### src/rtl/psbm_pkg.sv
// psbm_pkg: shared types and constants of the patch ssd best-match block
`default_nettype none

package psbm_pkg;

   // field widths
   localparam int CHAN_W  = 8;
   localparam int COORD_W = 12;
   localparam int DIST_W  = 31;
   localparam int SUM_W   = 24;
   localparam int SQ_W    = 18;

   // stream widths, rounded up to whole bytes
   localparam int REQ_TDATA_W = 104;
   localparam int RSP_TDATA_W = 88;

   // request kind carried on req_tuser
   typedef enum logic {
      REQ_BEGIN = 1'b0,
      REQ_PIXEL = 1'b1
   } req_kind_type;

   // registered item handed from the input stage to the scoring stage
   typedef struct packed {
      logic                valid;
      req_kind_type        kind;
      logic                last;
      logic [SQ_W-1:0]     sq_sum;
      logic [COORD_W-1:0]  cand_x;
      logic [COORD_W-1:0]  cand_y;
      logic [DIST_W-1:0]   start_dist;
   } item_type;

endpackage

`default_nettype wire

### src/rtl/psbm_sqdiff.sv
// psbm_sqdiff: sum of squared rgb differences of one pixel pair
`default_nettype none

module psbm_sqdiff (
   input  wire logic [psbm_pkg::CHAN_W-1:0] a_red,
   input  wire logic [psbm_pkg::CHAN_W-1:0] a_green,
   input  wire logic [psbm_pkg::CHAN_W-1:0] a_blue,
   input  wire logic [psbm_pkg::CHAN_W-1:0] b_red,
   input  wire logic [psbm_pkg::CHAN_W-1:0] b_green,
   input  wire logic [psbm_pkg::CHAN_W-1:0] b_blue,
   output logic      [psbm_pkg::SQ_W-1:0]   sq_sum
);

   localparam int SQ1_W = 2 * psbm_pkg::CHAN_W;

   logic [psbm_pkg::CHAN_W-1:0] diff_r, diff_g, diff_b;
   logic [SQ1_W-1:0]            sq_r, sq_g, sq_b;

   // absolute differences per channel
   always_comb begin
      diff_r = (a_red   >= b_red)   ? a_red   - b_red   : b_red   - a_red;
      diff_g = (a_green >= b_green) ? a_green - b_green : b_green - a_green;
      diff_b = (a_blue  >= b_blue)  ? a_blue  - b_blue  : b_blue  - a_blue;
   end

   // squares and their sum
   always_comb begin
      sq_r   = SQ1_W'(diff_r) * SQ1_W'(diff_r);
      sq_g   = SQ1_W'(diff_g) * SQ1_W'(diff_g);
      sq_b   = SQ1_W'(diff_b) * SQ1_W'(diff_b);
      sq_sum = psbm_pkg::SQ_W'(sq_r) + psbm_pkg::SQ_W'(sq_g) + psbm_pkg::SQ_W'(sq_b);
   end

endmodule

`default_nettype wire

### src/rtl/psbm_score.sv
// psbm_score: running sum, best-match state and result register
`default_nettype none

module psbm_score #(
   parameter int KEEP_BITS = 12
) (
   input  wire logic                                 clock,
   input  wire logic                                 reset,
   input  wire psbm_pkg::item_type                   item,
   output logic                                      advance,
   output logic                                      rsp_tvalid,
   input  wire logic                                 rsp_tready,
   output logic [psbm_pkg::RSP_TDATA_W-1:0]          rsp_tdata
);

   localparam int DIST_W  = psbm_pkg::DIST_W;
   localparam int SUM_W   = psbm_pkg::SUM_W;
   localparam int COORD_W = psbm_pkg::COORD_W;
   localparam int PAD_W   = psbm_pkg::RSP_TDATA_W - (2 * DIST_W + 1 + 2 * COORD_W);

   logic [SUM_W-1:0]     sum_ff, sum_in;
   logic [DIST_W-1:0]    best_ff, best_in;
   logic [KEEP_BITS-1:0] col_ff, col_in, row_ff, row_in;
   logic                 rsp_valid_ff, rsp_valid_in;
   logic [psbm_pkg::RSP_TDATA_W-1:0] rsp_data_ff, rsp_data_in;

   logic [SUM_W:0]       sum_wide;
   logic [SUM_W-1:0]     sum_sat;
   logic [DIST_W-1:0]    sum_ext, cand;
   logic                 better, take, emit;

   // the pipe moves while the result register is free or being emptied
   assign advance    = !rsp_valid_ff || rsp_tready;
   assign take       = item.valid && advance;
   assign rsp_tvalid = rsp_valid_ff;
   assign rsp_tdata  = rsp_data_ff;

   // saturating accumulate and clamp against the best
   always_comb begin
      sum_wide = {1'b0, sum_ff} + (SUM_W + 1)'(item.sq_sum);
      sum_sat  = sum_wide[SUM_W] ? {SUM_W{1'b1}} : sum_wide[SUM_W-1:0];
      sum_ext  = DIST_W'(sum_sat);
      cand     = (sum_ext < best_ff) ? sum_ext : best_ff;
      better   = cand < best_ff;
      emit     = take && (item.kind == psbm_pkg::REQ_PIXEL) && item.last;
   end

   // next state
   always_comb begin
      sum_in  = sum_ff;
      best_in = best_ff;
      col_in  = col_ff;
      row_in  = row_ff;
      if (take) begin
         unique case (item.kind)
            psbm_pkg::REQ_BEGIN: begin
               best_in = item.start_dist;
               col_in  = item.cand_x[KEEP_BITS-1:0];
               row_in  = item.cand_y[KEEP_BITS-1:0];
               sum_in  = '0;
            end
            psbm_pkg::REQ_PIXEL: begin
               sum_in = item.last ? '0 : sum_sat;
               if (item.last && better) begin
                  best_in = cand;
                  col_in  = item.cand_x[KEEP_BITS-1:0];
                  row_in  = item.cand_y[KEEP_BITS-1:0];
               end
            end
            default: begin
               sum_in = sum_ff;
            end
         endcase
      end
   end

   // result beat: cand_dist, improved, best_dist, best_x, best_y from bit 0 up
   always_comb begin
      rsp_data_in = {{PAD_W{1'b0}}, COORD_W'(row_in), COORD_W'(col_in), best_in, better, cand};
      if (emit) begin
         rsp_valid_in = 1'b1;
      end else if (rsp_tready) begin
         rsp_valid_in = 1'b0;
      end else begin
         rsp_valid_in = rsp_valid_ff;
      end
   end

   // state registers
   always_ff @(posedge clock) begin
      if (reset) begin
         sum_ff       <= '0;
         best_ff      <= {DIST_W{1'b1}};
         col_ff       <= '0;
         row_ff       <= '0;
         rsp_valid_ff <= 1'b0;
      end else begin
         sum_ff       <= sum_in;
         best_ff      <= best_in;
         col_ff       <= col_in;
         row_ff       <= row_in;
         rsp_valid_ff <= rsp_valid_in;
      end
   end

   // result payload
   always_ff @(posedge clock) begin
      if (emit) begin
         rsp_data_ff <= rsp_data_in;
      end
   end

endmodule

`default_nettype wire

### src/rtl/patch_ssd_best_match.sv
// patch_ssd_best_match: top level, input register feeding the scoring stage
// result: last pixel beat -> input register -> result register
// throughput: one beat per cycle unless a full result register waits on rsp_tready
// reset: synchronous, active high; clears the running sum, sets the best distance
// to all ones and the best coordinates to zero, and empties both pipe registers
`default_nettype none

module patch_ssd_best_match #(
   parameter int COORD_BITS = 12
) (
   input  wire logic                                clock,
   input  wire logic                                reset,
   input  wire logic                                req_tvalid,
   output logic                                     req_tready,
   // a_red, a_green, a_blue, b_red, b_green, b_blue, cand_x, cand_y, start_dist
   input  wire logic [psbm_pkg::REQ_TDATA_W-1:0]    req_tdata,
   // req_type
   input  wire logic                                req_tuser,
   // patch_last
   input  wire logic                                req_tlast,
   output logic                                     rsp_tvalid,
   input  wire logic                                rsp_tready,
   // cand_dist, improved, best_dist, best_x, best_y
   output logic [psbm_pkg::RSP_TDATA_W-1:0]         rsp_tdata
);

   localparam int COORD_W   = psbm_pkg::COORD_W;
   localparam int CHAN_W    = psbm_pkg::CHAN_W;
   localparam int DIST_W    = psbm_pkg::DIST_W;
   localparam int KEEP_BITS = (COORD_BITS < COORD_W) ? COORD_BITS : COORD_W;
   localparam int X_LO      = 6 * CHAN_W;
   localparam int Y_LO      = X_LO + COORD_W;
   localparam int D_LO      = Y_LO + COORD_W;

   logic                                 stage_valid_ff, stage_valid_in;
   logic [psbm_pkg::REQ_TDATA_W-1:0]     stage_data_ff;
   logic                                 stage_kind_ff, stage_last_ff;
   logic                                 advance, accept;
   logic [psbm_pkg::SQ_W-1:0]            sq_sum;
   psbm_pkg::item_type                   item;

   // input stage takes a beat when empty or moving on
   assign req_tready = !stage_valid_ff || advance;
   assign accept     = req_tvalid && req_tready;

   always_comb begin
      if (accept) begin
         stage_valid_in = 1'b1;
      end else if (advance) begin
         stage_valid_in = 1'b0;
      end else begin
         stage_valid_in = stage_valid_ff;
      end
   end

   always_ff @(posedge clock) begin
      if (reset) begin
         stage_valid_ff <= 1'b0;
      end else begin
         stage_valid_ff <= stage_valid_in;
      end
   end

   always_ff @(posedge clock) begin
      if (accept) begin
         stage_data_ff <= req_tdata;
         stage_kind_ff <= req_tuser;
         stage_last_ff <= req_tlast;
      end
   end

   // pixel pair distance
   psbm_sqdiff u_sqdiff (
      .a_red   (stage_data_ff[0*CHAN_W +: CHAN_W]),
      .a_green (stage_data_ff[1*CHAN_W +: CHAN_W]),
      .a_blue  (stage_data_ff[2*CHAN_W +: CHAN_W]),
      .b_red   (stage_data_ff[3*CHAN_W +: CHAN_W]),
      .b_green (stage_data_ff[4*CHAN_W +: CHAN_W]),
      .b_blue  (stage_data_ff[5*CHAN_W +: CHAN_W]),
      .sq_sum  (sq_sum)
   );

   // item for the scoring stage
   always_comb begin
      item.valid      = stage_valid_ff;
      item.kind       = psbm_pkg::req_kind_type'(stage_kind_ff);
      item.last       = stage_last_ff;
      item.sq_sum     = sq_sum;
      item.cand_x     = stage_data_ff[X_LO +: COORD_W];
      item.cand_y     = stage_data_ff[Y_LO +: COORD_W];
      item.start_dist = stage_data_ff[D_LO +: DIST_W];
   end

   psbm_score #(
      .KEEP_BITS (KEEP_BITS)
   ) u_score (
      .clock      (clock),
      .reset      (reset),
      .item       (item),
      .advance    (advance),
      .rsp_tvalid (rsp_tvalid),
      .rsp_tready (rsp_tready),
      .rsp_tdata  (rsp_tdata)
   );

endmodule

`default_nettype wire
### config.mk
export PLATFORM = sky130hd
export DESIGN_NAME = patch_ssd_best_match
export DESIGN_NICKNAME = d
export VERILOG_FILES = /design/src/rtl/psbm_pkg.sv /design/src/rtl/psbm_sqdiff.sv /design/src/rtl/psbm_score.sv /design/src/rtl/patch_ssd_best_match.sv
export SDC_FILE = /design/constraint.sdc
export NUM_CORES = 1
export LEC_CHECK = 0
export ABC_AREA = 1
export ABC_CLOCK_PERIOD_IN_PS = 16610
export BUFFER_PORTS_ARGS = -buffer_cell sky130_fd_sc_hd__buf_2
export CORE_MARGIN = 2
export CORE_UTILIZATION = 57
export DETAILED_ROUTE_END_ITERATION = 10
export HOLD_SLACK_MARGIN = 0.03
export PLACE_DENSITY = 0.77
export SLEW_MARGIN = 20
export SYNTH_ARGS = -nofsm -noshare
export SYNTH_HDL_FRONTEND = slang
export SYNTH_SLANG_ARGS = --single-unit
### constraint.sdc
create_clock -name clock -period 16.61 [get_ports clock]
set_clock_uncertainty 0.05 [all_clocks]
set_input_delay 4.983 -clock clock [delete_from_list [all_inputs] [get_ports clock]]
set_output_delay 4.983 -clock clock [all_outputs]
set_load 0.005 [all_outputs]
; ---- After elaboration in Yosys (flattened, before gate mapping)
; Index checks and enable logic that the tools add are counted.
[totals]
output_inout_bits = 90
register_bits = 273
inputBits = 110
elab_cells = 59
[op_classes]
multipliers = 3
bitwise_logic = 1
n_mux = 20
add_sub_neg = 9
n_lt_le_gt_ge = 5
n_reduce_logical = 11
[ops]
columns = cell, count
row1 = $mux W31, 3
row2 = $pmux W31 S2, 1
row3 = $mul A8 B8 Y16, 3
row4 = $mux W12, 4
row5 = $mux W24, 2
row6 = $pmux W12 S2, 2
row7 = $pmux W24 S2, 1
row8 = $sub A8 B8 Y8, 6
row9 = $lt A24 B31 Y1, 1
row10 = $lt A31 B31 Y1, 1
row11 = $add A24 B18 Y25, 1
row12 = $ge A8 B8 Y1, 3
row13 = $mux W8, 3
row14 = $add A18 B16 Y18, 1
row15 = $add A16 B16 Y17, 1
row16 = $logic_and A1 B1 Y1, 5
row17 = $mux W1, 4
row18 = $reduce_bool A2 Y1, 2
row19 = $logic_not A1 Y1, 2
row20 = $logic_or A1 B1 Y1, 2
row21 = $not A1 Y1, 1

; ---- Longest topological paths before layout
[logic_depth]
depth_word = 14
ltp_mapped = 94
mapped_depth_nobuf = 90

; ---- Hierarchy
; A second synthesis with hierarchy kept.
[hier_totals]
hier_cells = 2384
area_unflattened_um2 = 20539.7
[by_module_without_submodules]
columns = module, area_each_um2, instances, seq_area_each_um2, cells_per_inst
row1 = psbm_score, 9277.6, 1, 4214.0, 1194
row2 = psbm_sqdiff, 8061.5, 1, 0.0, 1079
row3 = patch_ssd_best_match, 3200.6, 1, 3173.0, 111

; ---- Worst setup path after synthesis
; Ideal clock, no wire load.
[synth_path]
kind = register -> register
from = register stage_data_ff[8] (netlist name)
to = register u_score.rsp_data_ff, in the netlist u_score.rsp_tdata[37], data pin
setup_slack_ns = 1.406
setup_time_ns = 0.251
path_buffers = 4
stages_incl_launch_ff = 83
synth_period_minus_slack_ns = 15.204
t_required_ns = 16.309
arrival_time_ns = 14.903
cell_sequence = edfxtp_1 > inv_1 > ha_1 > inv_1 > fa_1 > nand3_1 > nand2_1 > nand2_1 > nand4_1 > o21ai_0 > nor3_1 > a211oi_1 > nor3b_1 > a211oi_1 > xor2_1 > nor2_1 > fa_1 > fa_1 > (+47 left out) > inv_1 > buf_2 > buf_2 > nand2_1 > o21ai_0 > ha_1 > a21oi_1 > nor2_1 > a211oi_1 > o221ai_1 > a21o_1 > nand2_1 > clkbuf_1 > nand4_1 > nand3_1 > nand2_1 > nand2_1 > inv_1
[synth_between]
elab_chain_cells = 14
word_cells_on_any_way = 16
classes_between = add/sub: 5 / mul: 1 / order compare: 3 / mux: 6 / reduce/logical: 1
[synth_rtl]
columns = item, line
row1 = start: declaration, patch_ssd_best_match.sv:36  ; logic [psbm_pkg::REQ_TDATA_W-1:0] stage_data_ff;
row2 = start signal: assignment, patch_ssd_best_match.sv:66  ; stage_data_ff <= req_tdata;
row3 = $sub A8 B8 Y8 / $ge A8 B8 Y1 (equally long branches), psbm_sqdiff.sv:22  ; diff_g = (a_green >= b_green) ? a_green - b_green : b_green - a_green;
row4 = $mux W8 *, psbm_sqdiff.sv:22
row5 = $mul A8 B8 Y16 *, psbm_sqdiff.sv:29  ; sq_g = SQ1_W'(diff_g) * SQ1_W'(diff_g);
row6 = $add A16 B16 Y17 *, psbm_sqdiff.sv:31  ; sq_sum = psbm_pkg::SQ_W'(sq_r) + psbm_pkg::SQ_W'(sq_g) + psbm_pkg::SQ_W'(sq_b);
row7 = $add A18 B16 Y18 *, psbm_sqdiff.sv:31
row8 = $add A24 B18 Y25 *, psbm_score.sv:40  ; sum_wide = {1'b0, sum_ff} + (SUM_W + 1)'(item.sq_sum);
row9 = $mux W24 *, psbm_score.sv:41  ; sum_sat = sum_wide[SUM_W] ? {SUM_W{1'b1}} : sum_wide[SUM_W-1:0];
row10 = $lt A24 B31 Y1, psbm_score.sv:43  ; cand = (sum_ext < best_ff) ? sum_ext : best_ff;
row11 = $mux W31 *, psbm_score.sv:43
row12 = via u_score.cand[16], psbm_score.sv:29  ; logic [DIST_W-1:0] sum_ext, cand;
row13 = $lt A31 B31 Y1 *, psbm_score.sv:44  ; better = cand < best_ff;
row14 = $logic_and A1 B1 Y1 *, psbm_score.sv:64  ; if (item.last && better) begin
row15 = $mux W31 *, psbm_score.sv:64
row16 = $pmux W31 S2 *, psbm_score.sv:55  ; unique case (item.kind)
row17 = $mux W31 *, psbm_score.sv:54  ; if (take) begin
row18 = via u_score.best_in[5], psbm_score.sv:22  ; logic [DIST_W-1:0] best_ff, best_in;
row19 = end signal: assignment, psbm_score.sv:109  ; rsp_data_ff <= rsp_data_in;
row20 = end: declaration, psbm_score.sv:25  ; logic [psbm_pkg::RSP_TDATA_W-1:0] rsp_data_ff, rsp_data_in;
; The timed path passes the listed nets; every way through them passes the cells marked *.
; A chain may end at the register's enable or synchronous reset.

; ---- Final worst setup path
[layout_path]
from = register stage_data_ff[0] (netlist name)
to = register u_score.rsp_data_ff, in the netlist u_score.rsp_tdata[64], data pin
[layout_between]
elab_chain_cells = 14
word_cells_on_any_way = 16
classes_between = add/sub: 5 / mul: 1 / order compare: 3 / mux: 6 / reduce/logical: 1
[layout_rtl]
columns = item, line
row1 = $sub A8 B8 Y8 / $ge A8 B8 Y1 (equally long branches), psbm_sqdiff.sv:21  ; diff_r = (a_red >= b_red) ? a_red - b_red : b_red - a_red;
row2 = $mux W8 *, psbm_sqdiff.sv:21
row3 = $mul A8 B8 Y16 *, psbm_sqdiff.sv:28  ; sq_r = SQ1_W'(diff_r) * SQ1_W'(diff_r);
row4 = $add A16 B16 Y17 *, psbm_sqdiff.sv:31
row5 = $add A18 B16 Y18 *, psbm_sqdiff.sv:31
row6 = $add A24 B18 Y25 *, psbm_score.sv:40
row7 = $mux W24 *, psbm_score.sv:41
row8 = $lt A24 B31 Y1, psbm_score.sv:43
row9 = $mux W31 *, psbm_score.sv:43
row10 = via u_score.cand[15], psbm_score.sv:29
row11 = $lt A31 B31 Y1 *, psbm_score.sv:44
row12 = $logic_and A1 B1 Y1 *, psbm_score.sv:64
row13 = $mux W12 *, psbm_score.sv:64
row14 = $pmux W12 S2 *, psbm_score.sv:55
row15 = $mux W12 *, psbm_score.sv:54
row16 = via u_score.col_in[1], psbm_score.sv:23  ; logic [KEEP_BITS-1:0] col_ff, col_in, row_ff, row_in;
; Marks and branches as above.

==> results <==
- In this run the register-to-register setup slack is 0.84 ns.
- Once detail routing completed, the nets flagged for antenna violations numbered 0.
- The final core utilization is 67.5%.
- The cell with the most instances after synthesis is sky130_fd_sc_hd__inv_1.
- The clock tree from TritonCTS is done.
- The reg-to-reg startpoint is stage_data_ff[0]$_DFFE_PP_.
- The run finished with clean final reports.
- The slew at the pin with the worst max-slew slack is 1.13 ns.
- Data on the critical path is required at its endpoint by 16.90 ns.
- For this run, the post-layout net count is 2,925.
- The floorplan step defined a die boundary enclosing 36,200 um2.
- The arrival time of data at the critical path endpoint is 16.06 ns.
- The average wire per cell in the routed design is 14.9 um.
- The final estimated routing congestion in global placement is 0.882.
- Cells with a size suffix above 1 make up 16.4% of the layout.
- In this run the worst hold path is classified as reg2reg.
- During I/O placement, the number of pins put on the boundary was 200.
- CTS built an H-tree with a depth of 1.
- The critical register-to-register path endpoint is u_score.rsp_tdata[64]$_DFFE_PP_.
- The multiplexer share of the synthesized area is 0.260%.
- In this design, the stage delay of the slowest critical-path cell is 0.58 ns.
- The cell seen most often among critical-path stages is sky130_fd_sc_hd__inv_1.
- The top cell type by area accounts for 29.2% of the synthesized area.
- The layout overhead on the synthesized area is 17.5%.
- The most critical setup path has its endpoint at u_score.rsp_tdata[64]$_DFFE_PP_.
- The achievable clock frequency is 63.4 MHz.
- The clock sink count is 273.
- The critical path capture point type is a flip-flop.
- The shortest period the worst path allows is 15.77 ns.
- For the worst flop-to-flop path, the logic depth is 79.
- The worst setup path is of the reg2reg kind.
- Counting instances in the post-synthesis netlist gives the leading cell types as 500 x sky130_fd_sc_hd__inv_1, 380 x sky130_fd_sc_hd__nand2_1, 205 x sky130_fd_sc_hd__ha_1, 192 x sky130_fd_sc_hd__edfxtp_1, 190 x sky130_fd_sc_hd__nor2_1.
- The total global routing track utilization is 24.2%.
- The worst setup path is launched from a flip-flop.
- The number of pins with negative max-slew slack in the final report is 0.
- The vias per cell is 5.23.
- Dividing the synthesized area by the synthesized cell count gives 8.87 um2.
- Detailed placement ended at an HPWL of 32.8 mm.
- The routed layout has 15,500 vias.
- The synthesized design contains 192 enable-type register cells.
- In this run the worst setup path begins at stage_data_ff[0]$_DFFE_PP_.
- The simple logic cell fraction of the synthesized area is 15.9%.
- The source of the worst hold timing path is u_score.sum_ff[14]$_SDFFE_PP0P_.
- The horizontal die dimension is 190 um.
- The netlist uses 47 different library cells.
- Timing analysis after detailed placement gives a worst setup slack of 0.118 ns.
- The xor/xnor cell area share of the yosys netlist is 2.66%.
- The clock root buffer master is sky130_fd_sc_hd__clkbuf_16.
- The clock transition at the registers of the reported paths is 0.06 ns.
- The max-cap violation count is 0.
- After synthesis the netlist holds a flip-flop and latch count of 273.
- Setup violations remaining at the end of the flow were counted as 0.
- The area of the mapped netlist is 19,800 um2.
- The post-route worst hold slack is 0.424 ns.
- The number of remaining DRC errors is 0.
- The initialized floorplan defines 68 standard-cell rows.
- The clock network latency to the later pin of the worst-skew pair is 0.59 ns.
- The die boundary height is 190 um.
- The number of global-route vias before repair came to 15,400.
- By area the synthesized netlist is led by sky130_fd_sc_hd__edfxtp_1 29%, sky130_fd_sc_hd__ha_1 13%, sky130_fd_sc_hd__fa_1 13%, sky130_fd_sc_hd__inv_1 9.5%, sky130_fd_sc_hd__dfxtp_1 8.2%.
- The number of antenna diodes in the final layout is 0.
- The total overflow left after global routing is 0.
- The first routing iteration left 1,018 violations.
- After synthesis, the share of flip-flops with an asynchronous set or reset is 0%.
- The most frequently used flop master after synthesis is sky130_fd_sc_hd__edfxtp_1.
- The wire length of the first global-routing pass is 71.4 mm.
- The relative max-transition margin is 24.6%.
- Summing the areas of all compound-gate instances in the mapped netlist gives 7.44% of the synthesized area.
- Summed over all layers, the routed wires come to 44.3 mm.
- The maximum fanout count along the critical path is 11.
- No sink is reached through more buffers than the 3 on the longest clock path.
- The worst path uses 94.9% of the clock period.
- The number of port buffers is 197.
- The final worst setup slack is 0.842 ns.
- In this run the standard cell core region covers 34,400 um2.
- The cell at the slowest stage of the critical path is sky130_fd_sc_hd__xnor2_1.
- The detailed-routing iteration count for the pre-antenna-repair pass is 5.
- The maximum number of pins on one net before global-route repair is 70.
- The total CTS buffers is 30.
- The area share of fa/ha/maj cells after synthesis is 25.5%.
- The most area-hungry cell type in the Yosys netlist is sky130_fd_sc_hd__edfxtp_1.
- The initial utilization of the core area, before any placement, comes to 57.5%.
- The final count of hold timing violations is 0.
- The number of warning messages in the yosys log is 0.
- The gate count of the mapped netlist is 2,227.
- After routing the design area is 23,200 um2.
- The fraction of the yosys area taken by sequential cells is 37.4%.
- After synthesis, the largest family of logic cells by area is adder cells.
- The number of antenna violations at the first check in global routing is 0.
- The cell area after placement is 21,700 um2.
==> worst max-delay path: cells and delay by family (launching register included) <==
kind	cells	cell delay (ns)
buf+inv	18	1.67
xor+xnor	3	0.87
mux	1	0.17
compound gates	16	2.64
flops	1	0.40
simple gates	24	2.79
fa+ha+maj	17	6.88
==> metal layers <==
layer | GRT usage (%) | part of all wire, %
met4 | 7.27 | 3.1
met1 | 30.8 | 41
met5 | 0 | 0
met2 | 43.2 | 50
met3 | 2.80 | 5.2
==> layout by cell type (no fill, tap or decap), drive strengths merged, types with 2 or more instances in the layout <==
| master | count |
|---|---|
| inv | 503 |
| nand2 | 385 |
| buf | 276 |
| ha | 205 |
| edfxtp | 192 |
| nor2 | 190 |
| a21oi | 143 |
| fa | 124 |
| dfxtp | 81 |
| nand3 | 69 |
| o21ai | 69 |
| xor2 | 48 |
| clkbuf | 46 |
| nand4 | 36 |
| nand3b | 25 |
| or2 | 13 |
| xnor2 | 12 |
| o21bai | 12 |
| a211oi | 9 |
| conb | 8 |
| clkinv | 8 |
| nor3 | 7 |
| o221ai | 6 |
| a31oi | 5 |
| a21o | 5 |
| mux2i | 4 |
| o21a | 3 |
| a21boi | 3 |
| bufinv | 3 |
| a221oi | 3 |
| nor4 | 3 |
| o31ai | 3 |
| o211ai | 2 |
| nor3b | 2 |
==> area by class of cell <==
class                      count  area (um2)
tap                          455         569
sequential                   273        7390
fill                        2721       11200
timing repair buffer         279        1740
multi-input combinational   1400       10600
clock buffer                  43         850
clock inverter                13         193
inverter                     502        1890
==> through the flow <==
step,std cells,setup TNS (ns)
after floorplan,2234,0
after global placement,2895,0
after detailed placement,2895,0
after CTS,2951,0
after global routing,2965,-5.21
final,2965,0
==> logic make-up after synthesis <==
group / after synthesis
flip-flops: 273
buffers and inverters: 561
other: 1
AND/OR/NAND/NOR: 733
XOR/XNOR: 60
adder cells (fa/ha/maj): 329
multiplexers: 5
AO/OA/AOI/OAI: 265
==> how the worst min path moves through the flow <==
stage                                           end  slack [ns]  depth (start not counted)
CTS                  u_score.sum_ff[5]$_SDFFE_PP0P_        0.43                          2
finish              u_score.sum_ff[14]$_SDFFE_PP0P_        0.42                          2
global placement    u_score.sum_ff[14]$_SDFFE_PP0P_        0.41                          2
detailed placement   u_score.sum_ff[4]$_SDFFE_PP0P_        0.42                          2
floorplan            u_score.sum_ff[0]$_SDFFE_PP0P_        0.40                          2
global route        u_score.sum_ff[12]$_SDFFE_PP0P_        0.45                          2
==> registers in the layout, indices dropped and copies added, names as in the netlist <==
| signal | flops |
|---|---|
| stage_data_ff | 103 |
| u_score.rsp_tdata | 87 |
| u_score.best_ff | 31 |
| u_score.sum_ff | 24 |
| u_score.col_ff | 12 |
| u_score.row_ff | 12 |
| stage_kind_ff | 1 |
| stage_last_ff | 1 |
| stage_valid_ff | 1 |
| u_score.rsp_tvalid | 1 |
==> what timing repair did <==
action,CTS,global route
hold endpoints to repair,0,0
setup endpoints to repair,0,111
gates resized for setup,0,86
buffers inserted,0,11
hold buffers,0,0
Power is left out: the tool's default activity adds up to more than one toggle a clock period on the data nets, which glitch-free logic cannot reach.
